`src/rtl/tfct_pkg.sv`:
```
// Shared types and constants of the thermal fan and current throttle unit.
package tfct_pkg;

    typedef struct packed {
        logic signed [7:0] temperature;
        logic              lamp_on;
    } t_in;

    typedef struct packed {
        logic [9:0]  fan_duty;
        logic        fan_on;
        logic [15:0] current_limit_ma;
        logic        throttled;
    } t_out;

    typedef enum logic [2:0] {
        CFG_PWM_MODE      = 3'd0,
        CFG_TEMP_LOW      = 3'd1,
        CFG_TEMP_HIGH     = 3'd2,
        CFG_SPEED_FLOOR   = 3'd3,
        CFG_SPEED_CEILING = 3'd4,
        CFG_TEMP_TARGET   = 3'd5,
        CFG_FAIL_PERIOD   = 3'd6,
        CFG_START_LIMIT   = 3'd7
    } t_cfg_idx;

    typedef enum logic [1:0] {
        ST_IDLE,
        ST_MOD,
        ST_RAMP,
        ST_DONE
    } t_state;

    typedef enum logic {
        DIV_SEL_MOD,
        DIV_SEL_RAMP
    } t_div_sel;

    typedef struct packed {
        logic     load_in;
        logic     div_start;
        t_div_sel div_sel;
        logic     mod_cap;
        logic     fix;
        logic     commit;
    } t_cmd;

    typedef struct packed {
        logic div_done;
    } t_stat;

    typedef struct packed {
        logic        valid;
        t_cfg_idx    index;
        logic [15:0] data;
    } t_cfg_wr;

    // Divider geometry: 18-bit dividend, 9-bit divisor, one quotient bit per cycle.
    localparam int DIV_N_W   = 18;
    localparam int DIV_D_W   = 9;
    localparam int DIV_CNT_W = 5;
    localparam logic [DIV_CNT_W-1:0] DIV_STEPS = 5'd18;

    // x/10 for x < 1024 is (x*205) >> 11.
    localparam logic [7:0] DIV10_MUL   = 8'd205;
    // x/100 for 16-bit x is (x*83887) >> 23.
    localparam logic [16:0] RECIP100_MUL = 17'd83887;

    localparam logic              RST_PWM_MODE      = 1'b1;
    localparam logic signed [7:0] RST_TEMP_LOW      = 8'sd30;
    localparam logic signed [7:0] RST_TEMP_HIGH     = 8'sd60;
    localparam logic [9:0]        RST_SPEED_FLOOR   = 10'd0;
    localparam logic [9:0]        RST_SPEED_CEILING = 10'd1023;
    localparam logic [6:0]        RST_TEMP_TARGET   = 7'd50;
    localparam logic [7:0]        RST_FAIL_PERIOD   = 8'd10;
    localparam logic [15:0]       RST_START_LIMIT   = 16'd2000;

endpackage

```
`src/rtl/tfct_div.sv`:
```
// Restoring serial divider, one quotient bit per cycle.
module tfct_div (
    input  logic                           i_clk,
    input  logic                           i_rst_n,
    input  logic                           i_start,
    input  logic [tfct_pkg::DIV_N_W-1:0]   i_dividend,
    input  logic [tfct_pkg::DIV_D_W-1:0]   i_divisor,
    output logic                           o_done,
    output logic [tfct_pkg::DIV_N_W-1:0]   o_quot,
    output logic [tfct_pkg::DIV_D_W-1:0]   o_rem
);

    logic                             r_busy, n_busy;
    logic                             r_done, n_done;
    logic [tfct_pkg::DIV_CNT_W-1:0]   r_cnt, n_cnt;
    logic [tfct_pkg::DIV_N_W-1:0]     r_quo, n_quo;
    logic [tfct_pkg::DIV_D_W-1:0]     r_rem, n_rem;
    logic [tfct_pkg::DIV_D_W-1:0]     r_dvs, n_dvs;
    logic [tfct_pkg::DIV_D_W:0]       shifted;
    logic [tfct_pkg::DIV_D_W+1:0]     trial;

    always_comb begin
        shifted = {r_rem, r_quo[tfct_pkg::DIV_N_W-1]};
        trial   = {1'b0, shifted} - {2'b00, r_dvs};
        n_busy  = r_busy;
        n_done  = 1'b0;
        n_cnt   = r_cnt;
        n_quo   = r_quo;
        n_rem   = r_rem;
        n_dvs   = r_dvs;
        if (i_start) begin
            n_busy = 1'b1;
            n_cnt  = tfct_pkg::DIV_STEPS;
            n_quo  = i_dividend;
            n_rem  = '0;
            n_dvs  = i_divisor;
        end else if (r_busy) begin
            // The partial remainder stays below the divisor, so it fits DIV_D_W bits.
            if (!trial[tfct_pkg::DIV_D_W+1]) begin
                n_rem = trial[tfct_pkg::DIV_D_W-1:0];
                n_quo = {r_quo[tfct_pkg::DIV_N_W-2:0], 1'b1};
            end else begin
                n_rem = shifted[tfct_pkg::DIV_D_W-1:0];
                n_quo = {r_quo[tfct_pkg::DIV_N_W-2:0], 1'b0};
            end
            n_cnt = r_cnt - tfct_pkg::DIV_CNT_W'(1);
            if (r_cnt == tfct_pkg::DIV_CNT_W'(1)) begin
                n_busy = 1'b0;
                n_done = 1'b1;
            end
        end
    end

    always_ff @(posedge i_clk) begin
        if (!i_rst_n) begin
            r_busy <= 1'b0;
            r_done <= 1'b0;
            r_cnt  <= '0;
        end else begin
            r_busy <= n_busy;
            r_done <= n_done;
            r_cnt  <= n_cnt;
        end
    end

    always_ff @(posedge i_clk) begin
        r_quo <= n_quo;
        r_rem <= n_rem;
        r_dvs <= n_dvs;
    end

    assign o_done = r_done;
    assign o_quot = r_quo;
    assign o_rem  = r_rem;

endmodule

```
`src/rtl/tfct_ctrl.sv`:
```
// Sequencing state machine of the thermal fan and current throttle unit.
module tfct_ctrl (
    input  logic            i_clk,
    input  logic            i_rst_n,
    input  logic            i_in_valid,
    output logic            o_in_stall,
    output logic            o_out_valid,
    input  logic            i_out_stall,
    input  tfct_pkg::t_stat i_stat,
    output tfct_pkg::t_cmd  o_cmd
);

    tfct_pkg::t_state r_state, n_state;
    logic             r_out_vld, n_out_vld;

    always_ff @(posedge i_clk) begin
        if (!i_rst_n) begin
            r_state   <= tfct_pkg::ST_IDLE;
            r_out_vld <= 1'b0;
        end else begin
            r_state   <= n_state;
            r_out_vld <= n_out_vld;
        end
    end

    always_comb begin
        n_state   = r_state;
        n_out_vld = r_out_vld && i_out_stall;
        o_cmd     = '0;
        unique case (r_state)
            tfct_pkg::ST_IDLE: begin
                if (i_in_valid) begin
                    o_cmd.load_in   = 1'b1;
                    o_cmd.div_start = 1'b1;
                    o_cmd.div_sel   = tfct_pkg::DIV_SEL_MOD;
                    n_state         = tfct_pkg::ST_MOD;
                end
            end
            tfct_pkg::ST_MOD: begin
                if (i_stat.div_done) begin
                    o_cmd.mod_cap   = 1'b1;
                    o_cmd.div_start = 1'b1;
                    o_cmd.div_sel   = tfct_pkg::DIV_SEL_RAMP;
                    n_state         = tfct_pkg::ST_RAMP;
                end
            end
            tfct_pkg::ST_RAMP: begin
                if (i_stat.div_done) begin
                    o_cmd.fix = 1'b1;
                    n_state   = tfct_pkg::ST_DONE;
                end
            end
            tfct_pkg::ST_DONE: begin
                // The result register frees up in the same cycle its request is taken.
                if (!r_out_vld || !i_out_stall) begin
                    o_cmd.commit = 1'b1;
                    n_out_vld    = 1'b1;
                    n_state      = tfct_pkg::ST_IDLE;
                end
            end
            default: n_state = tfct_pkg::ST_IDLE;
        endcase
    end

    assign o_in_stall  = (r_state != tfct_pkg::ST_IDLE);
    assign o_out_valid = r_out_vld;

endmodule

```
`src/rtl/tfct_dpath.sv`:
```
// Datapath: configuration, fan ramp, hysteresis, tick counter and current limit.
module tfct_dpath #(
    parameter int LIMIT_STEP_PERCENT = 5
) (
    input  logic              i_clk,
    input  logic              i_rst_n,
    input  tfct_pkg::t_cfg_wr i_cfg,
    input  tfct_pkg::t_in     i_in_data,
    input  tfct_pkg::t_cmd    i_cmd,
    output tfct_pkg::t_stat   o_stat,
    output tfct_pkg::t_out    o_out_data
);

    localparam logic [6:0] STEP = LIMIT_STEP_PERCENT[6:0];
    localparam logic       STEP_ON = (LIMIT_STEP_PERCENT > 0);

    // Configuration
    logic              r_pwm;
    logic signed [7:0] r_tlo, r_thi;
    logic [9:0]        r_sflo, r_sceil;
    logic [6:0]        r_tgt;
    logic [7:0]        r_fper;

    // Block state
    logic        r_fan, n_fan;
    logic [7:0]  r_tick, n_tick;
    logic [15:0] r_limit, n_limit;

    // Sample and intermediate results
    logic signed [7:0] r_t;
    logic              r_lamp;
    logic [17:0]       r_num;
    logic [8:0]        r_den;
    logic              r_neg;
    logic [7:0]        r_hi;
    logic [6:0]        r_lo;
    logic [9:0]        r_q100;
    logic [15:0]       r_cut;
    logic              r_modz;
    logic [9:0]        r_duty;
    tfct_pkg::t_out    r_out, n_out;

    logic signed [8:0]  dt;
    logic signed [10:0] spd;
    logic [9:0]         spd_mag;
    logic signed [8:0]  den;
    logic [14:0]        tgt_x;
    logic [3:0]         tgt_d10;
    logic [32:0]        lim_x;
    logic [16:0]        cut_x;

    logic [17:0] div_dvd;
    logic [8:0]  div_dvs;
    logic        div_done;
    logic [17:0] div_quo;
    logic [8:0]  div_rem;

    logic signed [19:0] ramp_val;
    logic [9:0]         n_duty;
    logic signed [8:0]  t_ext, hot;
    logic [7:0]         tick_inc;

    // Configuration writes
    always_ff @(posedge i_clk) begin
        if (!i_rst_n) begin
            r_pwm   <= tfct_pkg::RST_PWM_MODE;
            r_tlo   <= tfct_pkg::RST_TEMP_LOW;
            r_thi   <= tfct_pkg::RST_TEMP_HIGH;
            r_sflo  <= tfct_pkg::RST_SPEED_FLOOR;
            r_sceil <= tfct_pkg::RST_SPEED_CEILING;
            r_tgt   <= tfct_pkg::RST_TEMP_TARGET;
            r_fper  <= tfct_pkg::RST_FAIL_PERIOD;
        end else if (i_cfg.valid) begin
            unique case (i_cfg.index)
                tfct_pkg::CFG_PWM_MODE:      r_pwm   <= i_cfg.data[0];
                tfct_pkg::CFG_TEMP_LOW:      r_tlo   <= $signed(i_cfg.data[7:0]);
                tfct_pkg::CFG_TEMP_HIGH:     r_thi   <= $signed(i_cfg.data[7:0]);
                tfct_pkg::CFG_SPEED_FLOOR:   r_sflo  <= i_cfg.data[9:0];
                tfct_pkg::CFG_SPEED_CEILING: r_sceil <= i_cfg.data[9:0];
                tfct_pkg::CFG_TEMP_TARGET:   r_tgt   <= i_cfg.data[6:0];
                tfct_pkg::CFG_FAIL_PERIOD:   r_fper  <= i_cfg.data[7:0];
                tfct_pkg::CFG_START_LIMIT:   ;
                default: ;
            endcase
        end
    end

    // Operands that follow the stored sample and configuration, refreshed every cycle.
    always_comb begin
        dt      = {r_t[7], r_t} - {r_tlo[7], r_tlo};
        spd     = $signed({1'b0, r_sceil}) - $signed({1'b0, r_sflo});
        spd_mag = spd[10] ? 10'(-spd) : spd[9:0];
        den     = {r_thi[7], r_thi} - {r_tlo[7], r_tlo};
        tgt_x   = 15'(r_tgt) * 15'(tfct_pkg::DIV10_MUL);
        tgt_d10 = tgt_x[14:11];
        lim_x   = 33'(r_limit) * 33'(tfct_pkg::RECIP100_MUL);
        cut_x   = 17'(r_q100) * 17'(STEP);
    end

    always_ff @(posedge i_clk) begin
        // The difference is only used when it is not negative, so eight bits hold it.
        r_num  <= 18'(dt[7:0]) * 18'(spd_mag);
        r_den  <= den[8] ? 9'(-den) : den;
        r_neg  <= spd[10] ^ den[8];
        r_hi   <= {1'b0, r_tgt} + {4'b0, tgt_d10};
        r_lo   <= r_tgt - {3'b0, tgt_d10};
        r_q100 <= lim_x[32:23];
        r_cut  <= cut_x[15:0];
    end

    // Shared divider: first the tick counter modulo the period, then the ramp.
    assign tick_inc = r_tick + 8'd1;

    always_comb begin
        if (i_cmd.div_sel == tfct_pkg::DIV_SEL_MOD) begin
            div_dvd = {10'b0, tick_inc};
            div_dvs = (r_fper == 8'd0) ? 9'd256 : {1'b0, r_fper};
        end else begin
            div_dvd = r_num;
            div_dvs = r_den;
        end
    end

    tfct_div u_div (
        .i_clk      (i_clk),
        .i_rst_n    (i_rst_n),
        .i_start    (i_cmd.div_start),
        .i_dividend (div_dvd),
        .i_divisor  (div_dvs),
        .o_done     (div_done),
        .o_quot     (div_quo),
        .o_rem      (div_rem)
    );

    assign o_stat.div_done = div_done;

    // Ramp result with truncation toward zero, then the clamp.
    always_comb begin
        ramp_val = (r_neg ? -$signed({2'b00, div_quo}) : $signed({2'b00, div_quo}))
                 + $signed({10'b0, r_sflo});
        if (r_t < r_tlo) begin
            n_duty = '0;
        end else if (r_thi == r_tlo) begin
            n_duty = r_sceil;
        end else if (ramp_val < 0) begin
            n_duty = '0;
        end else if (ramp_val > $signed({10'b0, r_sceil})) begin
            n_duty = r_sceil;
        end else begin
            n_duty = ramp_val[9:0];
        end
    end

    // Result and state update for the finished sample.
    always_comb begin
        t_ext   = {r_t[7], r_t};
        n_fan   = r_fan;
        n_tick  = r_tick;
        n_limit = r_limit;
        n_out   = '0;
        if (r_pwm) begin
            n_out.fan_duty = r_duty;
            hot            = {r_thi[7], r_thi};
        end else begin
            if (t_ext >= $signed({1'b0, r_hi}) && !r_fan) begin
                n_fan = 1'b1;
            end else if (t_ext <= $signed({2'b00, r_lo}) && r_fan) begin
                n_fan = 1'b0;
            end
            n_out.fan_on = n_fan;
            hot          = $signed({1'b0, r_hi});
        end
        if (r_lamp && STEP_ON) begin
            n_tick = tick_inc;
            if (r_modz && (t_ext > hot)) begin
                n_limit         = r_limit - r_cut;
                n_tick          = '0;
                n_out.throttled = 1'b1;
            end
        end
        n_out.current_limit_ma = n_limit;
    end

    always_ff @(posedge i_clk) begin
        if (!i_rst_n) begin
            r_fan   <= 1'b0;
            r_tick  <= '0;
            r_limit <= tfct_pkg::RST_START_LIMIT;
        end else if (i_cfg.valid && i_cfg.index == tfct_pkg::CFG_START_LIMIT) begin
            r_limit <= i_cfg.data;
        end else if (i_cmd.commit) begin
            r_fan   <= n_fan;
            r_tick  <= n_tick;
            r_limit <= n_limit;
        end
    end

    always_ff @(posedge i_clk) begin
        if (i_cmd.load_in) begin
            r_t    <= i_in_data.temperature;
            r_lamp <= i_in_data.lamp_on;
        end
        if (i_cmd.mod_cap) begin
            r_modz <= (div_rem == '0);
        end
        if (i_cmd.fix) begin
            r_duty <= n_duty;
        end
        if (i_cmd.commit) begin
            r_out <= n_out;
        end
    end

    assign o_out_data = r_out;

endmodule

```
`src/rtl/thermal_fan_and_current_throttle_unit.sv`:
```
// Thermal fan and current throttle unit: top level.
//
// Input channel: one request carries a signed temperature in whole degrees and a
// lamp-on flag; it is taken at a clock edge with i_in_valid high and o_in_stall low.
// Output channel: one result request per input (fan duty, fan switch, current limit,
// throttle flag), taken at an edge with o_out_valid high and i_out_stall low.
// Configuration: eight registers written through i_cfg_valid/o_cfg_ready with a
// 3-bit index; o_cfg_ready is always high. Writing the start limit also reloads
// the running current limit. The user must make writes only while no sample is
// in flight; the block itself does not enforce this. One sample is worked on at
// a time; the next sample is taken once the result of the last one is committed.
// The shared serial divider runs 18 steps for the tick counter modulo the fail
// period and then 18 steps for the fan ramp quotient.
// Reset (synchronous, active low) loads the default configuration, turns the fan
// flag off, clears the tick counter and loads the default current limit.
// A stalled result holds in the output register; the next sample is still taken
// and processed, and only its final step waits until the held result is taken.
module thermal_fan_and_current_throttle_unit #(
    parameter int LIMIT_STEP_PERCENT = 5
) (
    input  logic            i_clk,
    input  logic            i_rst_n,
    input  logic            i_in_valid,
    output logic            o_in_stall,
    input  tfct_pkg::t_in   i_in_data,
    output logic            o_out_valid,
    input  logic            i_out_stall,
    output tfct_pkg::t_out  o_out_data,
    input  logic            i_cfg_valid,
    output logic            o_cfg_ready,
    input  logic [2:0]      i_cfg_index,
    input  logic [15:0]     i_cfg_data
);

    tfct_pkg::t_cmd    cmd;
    tfct_pkg::t_stat   stat;
    tfct_pkg::t_cfg_wr cfg_wr;

    assign o_cfg_ready  = 1'b1;
    assign cfg_wr.valid = i_cfg_valid;
    assign cfg_wr.index = tfct_pkg::t_cfg_idx'(i_cfg_index);
    assign cfg_wr.data  = i_cfg_data;

    tfct_ctrl u_ctrl (
        .i_clk       (i_clk),
        .i_rst_n     (i_rst_n),
        .i_in_valid  (i_in_valid),
        .o_in_stall  (o_in_stall),
        .o_out_valid (o_out_valid),
        .i_out_stall (i_out_stall),
        .i_stat      (stat),
        .o_cmd       (cmd)
    );

    tfct_dpath #(
        .LIMIT_STEP_PERCENT (LIMIT_STEP_PERCENT)
    ) u_dpath (
        .i_clk      (i_clk),
        .i_rst_n    (i_rst_n),
        .i_cfg      (cfg_wr),
        .i_in_data  (i_in_data),
        .i_cmd      (cmd),
        .o_stat     (stat),
        .o_out_data (o_out_data)
    );

endmodule

```
`config.mk`:
```
export PLATFORM = sky130hd
export DESIGN_NAME = thermal_fan_and_current_throttle_unit
export DESIGN_NICKNAME = d
export VERILOG_FILES = /design/src/rtl/tfct_pkg.sv /design/src/rtl/tfct_div.sv /design/src/rtl/tfct_ctrl.sv /design/src/rtl/tfct_dpath.sv /design/src/rtl/thermal_fan_and_current_throttle_unit.sv
export SDC_FILE = /design/constraint.sdc
export NUM_CORES = 1
export LEC_CHECK = 0
export ABC_CLOCK_PERIOD_IN_PS = 13500
export BUFFER_PORTS_ARGS = -buffer_cell sky130_fd_sc_hd__buf_4
export CORE_UTILIZATION = 50
export CTS_BUF_LIST = sky130_fd_sc_hd__clkbuf_4 sky130_fd_sc_hd__clkbuf_8 sky130_fd_sc_hd__clkbuf_16
export CTS_CLUSTER_DIAMETER = 100
export DETAILED_ROUTE_END_ITERATION = 6
export PLACE_DENSITY = 0.73
export RECOVER_POWER = 50
export SYNTH_ARGS = -nofsm -noshare
export SYNTH_HDL_FRONTEND = slang
export SYNTH_SLANG_ARGS = --single-unit
```
`constraint.sdc`:
```
create_clock -name i_clk -period 13.5 [get_ports i_clk]
set_input_delay 2.025 -clock i_clk [delete_from_list [all_inputs] [get_ports i_clk]]
set_output_delay 2.025 -clock i_clk [all_outputs]
set_load 0.02 [all_outputs]
```
## Word-level counts from Yosys, hierarchy flattened

Cells that the tools add are included.

- Bits of input ports: 33
- Bits in read-only memories: 0
- Word-level logic and storage cells: 151
- Memories: 0
- Bits in latches: 0
- Bits in registers: 237
- Output and inout bits: 31
- RAM bits: 0

- Bitwise logic cells: 5
- $lt $le $gt $ge: 6
- Mux-type cells: 44
- Equality and inequality tests: 16
- Shift-type cells: 0
- Reduce and logical (&&, ||, !) cells: 28
- Div/mod/pow operators: 0
- Add/sub/neg operators: 13
- Multiply operators: 4

Operators by type and width:

| cell | number |
|---|---|
| $mux 16 | 4 |
| $mux 18 | 3 |
| $mux 10 | 4 |
| $mux 9 | 4 |
| $mul 16x17->33 const B | 1 |
| $add 20x11->20 | 1 |
| $gt 20x11->1 | 1 |
| $lt 20x1->1 const B | 1 |
| $mux 20 | 1 |
| $neg 18->20 | 1 |
| $mul 8x10->18 | 1 |
| $mux 1 | 16 |
| $mux 8 | 2 |
| $sub 16x13->16 | 1 |
| $mul 7x8->15 const B | 1 |
| $reduce_and 2->1 | 7 |
| $mul 10x3->13 const B | 1 |
| $eq 3x3->1 const B | 4 |
| $sub 10x10->11 | 1 |
| $sub 10x9->11 | 1 |
| $mux 5 | 2 |
| $neg 10->10 | 1 |
| $ge 8x9->1 | 1 |
| $gt 8x9->1 | 1 |
| 35 further kinds | 55 |

## Depth between registers and ports, before layout

- Depth after elaboration: 7
- Depth in mapped cells: 32
- Gate-level depth less buffers: 31

## Modules after synthesis

From an unflattened synthesis, not the netlist that was laid out.

- Cells, all modules: 2310
- Area, all modules: 21501.9 um2

By module, submodules not included:

| module | times used | area an instance (um2) | sequential area each (um2) | cells each |
|---|---|---|---|---|
| tfct_dpath | 1 | 19129.6 | 4284.1 | 2097 |
| tfct_div | 1 | 2114.5 | 1131.1 | 182 |
| tfct_ctrl | 1 | 246.5 | 60.1 | 29 |
| thermal_fan_and_current_throttle_unit | 1 | 11.3 | 0.0 | 2 |

## Worst setup path before layout

OpenSTA, ideal clock, no wires.

- Path type: reg2reg
- From: register u_dpath.r_sceil[0]
- To: register u_dpath.r_num[17]
- Setup slack: 6.734 ns
- Cell stages (with the launch flop): 31
- Path buffers: 1
- Data arrival time: 6.645 ns
- Clock period less this slack: 6.766 ns
- Data required time: 13.379 ns
- Library setup time: 0.121 ns
- Path through: dfxtp_1 -> inv_1 -> ha_1 -> inv_1 -> fa_1 -> a21o_1 -> a21oi_1 -> nor2b_1 -> o31a_1 -> o22ai_1 -> o21a_1 -> clkbuf_1 -> nand2_1 -> xor2_1 -> nor2_1 -> fa_1 -> inv_1 -> fa_1 -> inv_1 -> fa_1 -> inv_1 -> fa_1 -> inv_1 -> ha_1 -> a21boi_0 -> o21ai_1 -> a211oi_1 -> nor3_1 -> o41ai_1 -> a21oi_1 -> xnor2_1

- Cells in the longest elaborated chain, start to end: 4

Ends and longest elaborated chain:

| what | line | RTL |
|---|---|---|
| start: declaration | tfct_dpath.sv:20 | `logic [9:0] r_sflo, r_sceil;` |
| start signal: assignment | tfct_dpath.sv:70 | `r_sceil <= tfct_pkg::RST_SPEED_CEILING;` |
| start signal: assignment | tfct_dpath.sv:79 | `tfct_pkg::CFG_SPEED_CEILING: r_sceil <= i_cfg.data[9:0];` |
| $sub 10x10->11 (*) | tfct_dpath.sv:91 | `spd = $signed({1'b0, r_sceil}) - $signed({1'b0, r_sflo});` |
| $neg 10->10 | tfct_dpath.sv:92 | `spd_mag = spd[10] ? 10'(-spd) : spd[9:0];` |
| $mux 10 (*) | tfct_dpath.sv:92 |  |
| $mul 8x10->18 (*) | tfct_dpath.sv:102 | `r_num <= 18'(dt[7:0]) * 18'(spd_mag);` |
| end signal: assignment | tfct_dpath.sv:102 |  |
| end: declaration | tfct_dpath.sv:32 | `logic [17:0] r_num;` |

Every way passes the cells marked *; elsewhere a longest branch is shown, timed or not.
A chain may end at the register's enable or synchronous reset.

## Worst setup path in the final report

Ends and elaborated chain as after synthesis.

==> results.json <==
{
  "post_cts_resized": 0,
  "grt_pass1_vias": 17164,
  "gp_congestion": 0.967,
  "insertion_delay_ps": 550,
  "synthMuxAreaShare": 0.0186,
  "place.port_buffers": 62,
  "critPathTopFamily": "adder cells",
  "cts_root_buf": "clkbuf_16",
  "relSlewSlack": -0.648,
  "path_common_cell": "fa_1",
  "worstSetupPathType": "reg -> reg",
  "wl_um": 51800,
  "clk_path_buf_depth": 3,
  "rows": 75,
  "drc_errors": 0,
  "max_freq_mhz": 133,
  "rsz0062_at_grt": "false",
  "avgRoutedWirePerCell_um": 17.6,
  "async_reset_ff_frac": 0,
  "yosysSeqAreaShare": 0.255,
  "die_h_um": 209,
  "grt_max_degree": 45,
  "finalSetupViolCount": 0,
  "r2r_setup_slack_ps": 5960,
  "synth_edf_count": 75,
  "synth_flop_cell": "dfxtp_1",
  "vias": 16464,
  "layout-drive-gt1-share": 0.0523,
  "cts_tree": "yes",
  "worstMarginPinSlew_ps": 2470,
  "status": "finished, violations left",
  "yosysWarningCount": 0,
  "ys_ff_latch": 236,
  "synth_top_family_by_area": "adder cells",
  "start_util": 0.510,
  "final_nets": 2919,
  "worstHoldPathType": "reg -> reg",
  "syn_inst": 2349,
  "cts.sinks": 236,
  "yosys.area_share.xor_xnor": 0.0476,
  "max_stage_delay_ps": 680,
  "fp.coreArea_mm2": 0.0421,
  "diodes": 0,
  "grt.total_usage": 0.244,
  "final_antenna_net_count": 0,
  "cts_made_buffers": 26,
  "finalMaxSlewViolations": 129,
  "synth_area_mm2": 0.0215,
  "vias_per_cell": 5.58,
  "crit_arrival_ps": 7990,
  "path_clk_slew_ps": 60,
  "fin_util": 0.553,
  "ys_types": 77,
  "syn_to_final_growth_pct": 8.36,
  "end_kind": "flop",
  "cp_slowest_cell": "xnor2_1",
  "violations": "capacitance limit, slew limit",
  "htreeDepth": 1,
  "antenna_found_initial": 0,
  "cts_hold_buf": 0,
  "crit_required_ps": 13950,
  "synthAdderAreaFrac": 0.346,
  "cap_violations": 3,
  "num_io_pins": 64,
  "synth_compound_area_frac": 0.118,
  "dr.pass1.iters": 5,
  "worstSetupStartpointType": "flop",
  "synthSimpleGateAreaFrac": 0.143,
  "grt_overflow": 0,
  "holdWs_ps": 366,
  "dp_hpwl_um": 41200,
  "drt_iter0_markers": 1090,
  "grt_pass1_wl_um": 86200,
  "die_w_um": 209,
  "hold_violations": 0,
  "tns_ps": 0,
  "syn_nets": 2879,
  "crit_path_max_fanout": 11,
  "fin_skew_ps": 15.5,
  "die_area_mm2": 0.0438,
  "finalCritPeriodShare": 0.559,
  "syn_avg_cell_area_um2": 9.15,
  "finalCriticalPeriod_ps": 7540,
  "cts_setup_buffers": 0,
  "critical_path_buf_inv_count": 4
}
==> worst reg2reg max path: cells and delay by family (launching register included) <==
family                     cells  cell delay (ps)
DFF                            1              330
buffers and inverters          4              240
adders and majority gates      7             2960
and+or+nand+nor                4              520
AOI/OAI and AO/OA             11             2590
xor gates and xnor gates       2              810
==> layer usage <==
layer	share of wire	vias up	routed length [um]	GRT usage
li1	-	7947	-	-
met1	0.44	8033	22900	0.312
met2	0.49	387	25300	0.435
met3	0.041	97	2120	0.0206
met4	0.029	0	1520	0.0776
met5	0	-	0	0
==> cells in the final DEF, fill, tap and decap left out, types with 16 or more instances in the layout <==
master	netlist	layout
clkbuf_16	0	31
nand2_1	239	239
dfxtp_1	161	161
o21a_1	31	31
buf_4	5	44
nor2_1	199	199
xnor2_1	87	87
o211ai_1	26	26
o21ai_1	19	18
inv_1	347	346
xor2_1	28	28
nor2b_1	29	29
o21ai_0	65	66
ha_1	335	335
nor3_1	33	33
mux2i_1	31	31
a21oi_1	114	114
clkbuf_1	43	16
a211oi_1	16	16
nand3_1	45	45
fa_1	162	162
edfxtp_1	75	75
==> final timing paths <==
kind                      start                 to  cells after the start
max          u_dpath.r_sceil[0]  u_dpath.r_num[17]                     28
min           u_dpath.r_q100[1]   u_dpath.r_cut[1]                      0
max reg2reg  u_dpath.r_sceil[0]  u_dpath.r_num[17]                     28
min reg2reg   u_dpath.r_q100[1]   u_dpath.r_cut[1]                      0
==> synth_stat cells, drive strengths merged (15+ instances only) <==
master / n / area share
a211oi: 16 / 0.0056
a21o: 15 / 0.0052
a21oi: 114 / 0.027
and2: 15 / 0.0044
clkbuf: 43 / 0.0075
dfxtp: 161 / 0.15
edfxtp: 75 / 0.10
fa: 162 / 0.15
ha: 335 / 0.19
inv: 348 / 0.061
mux2i: 31 / 0.014
nand2: 239 / 0.042
nand2b: 15 / 0.0044
nand3: 45 / 0.010
nor2: 200 / 0.035
nor2b: 29 / 0.0084
nor3: 33 / 0.0077
o211ai: 27 / 0.010
o21a: 31 / 0.011
o21ai: 84 / 0.020
or2: 24 / 0.0070
xnor2: 87 / 0.035
xor2: 29 / 0.012
==> area by class of cell <==
cell class / count / area [um2]
Fill cell: 3712 / 18800
Multi-Input combinational cell: 1707 / 14500
Sequential cell: 236 / 5480
Inverter: 350 / 1310
Clock buffer: 38 / 835
Tap cell: 539 / 674
Timing Repair Buffer: 68 / 450
Clock inverter: 10 / 83.8
==> state kept, by name (all words and copies together), names as in the netlist, 9 cells and up <==
register	cells
u_dpath.u_div.o_quot	18
u_dpath.u_div.r_dvs	9
u_dpath.r_duty	10
u_dpath.r_den	9
u_dpath.r_cut	13
u_dpath.r_q100	10
u_dpath.r_sflo	10
u_dpath.r_num	18
u_dpath.o_out_data	28
u_dpath.r_limit	16
u_dpath.u_div.o_rem	9
u_dpath.r_sceil	10
==> cell families (layout without fill, tap and decap cells) <==
| logic type | count (synthesis) | after routing |
|---|---|---|
| and+or+nand+nor | 671 | 671 |
| adders and majority gates | 497 | 497 |
| buffers and inverters | 406 | 466 |
| AOI/OAI and AO/OA | 383 | 383 |
| DFF | 236 | 236 |
| xor gates and xnor gates | 116 | 116 |
| muxes | 39 | 39 |
| other | 1 | 1 |
==> through the flow <==
step                worst slack [ps]  instances  cell area (um2)
finish                          5960       2948            23300
CTS                             6040       2948            23400
floorplan                       6730       2349            21500
detailed placement              6070       2900            22400
global route                    5480       2948            23300
global placement                6200       2900            22400
Power is not shown: default switching activity piles up to over one toggle a cycle in this logic, so the estimate is an artifact.
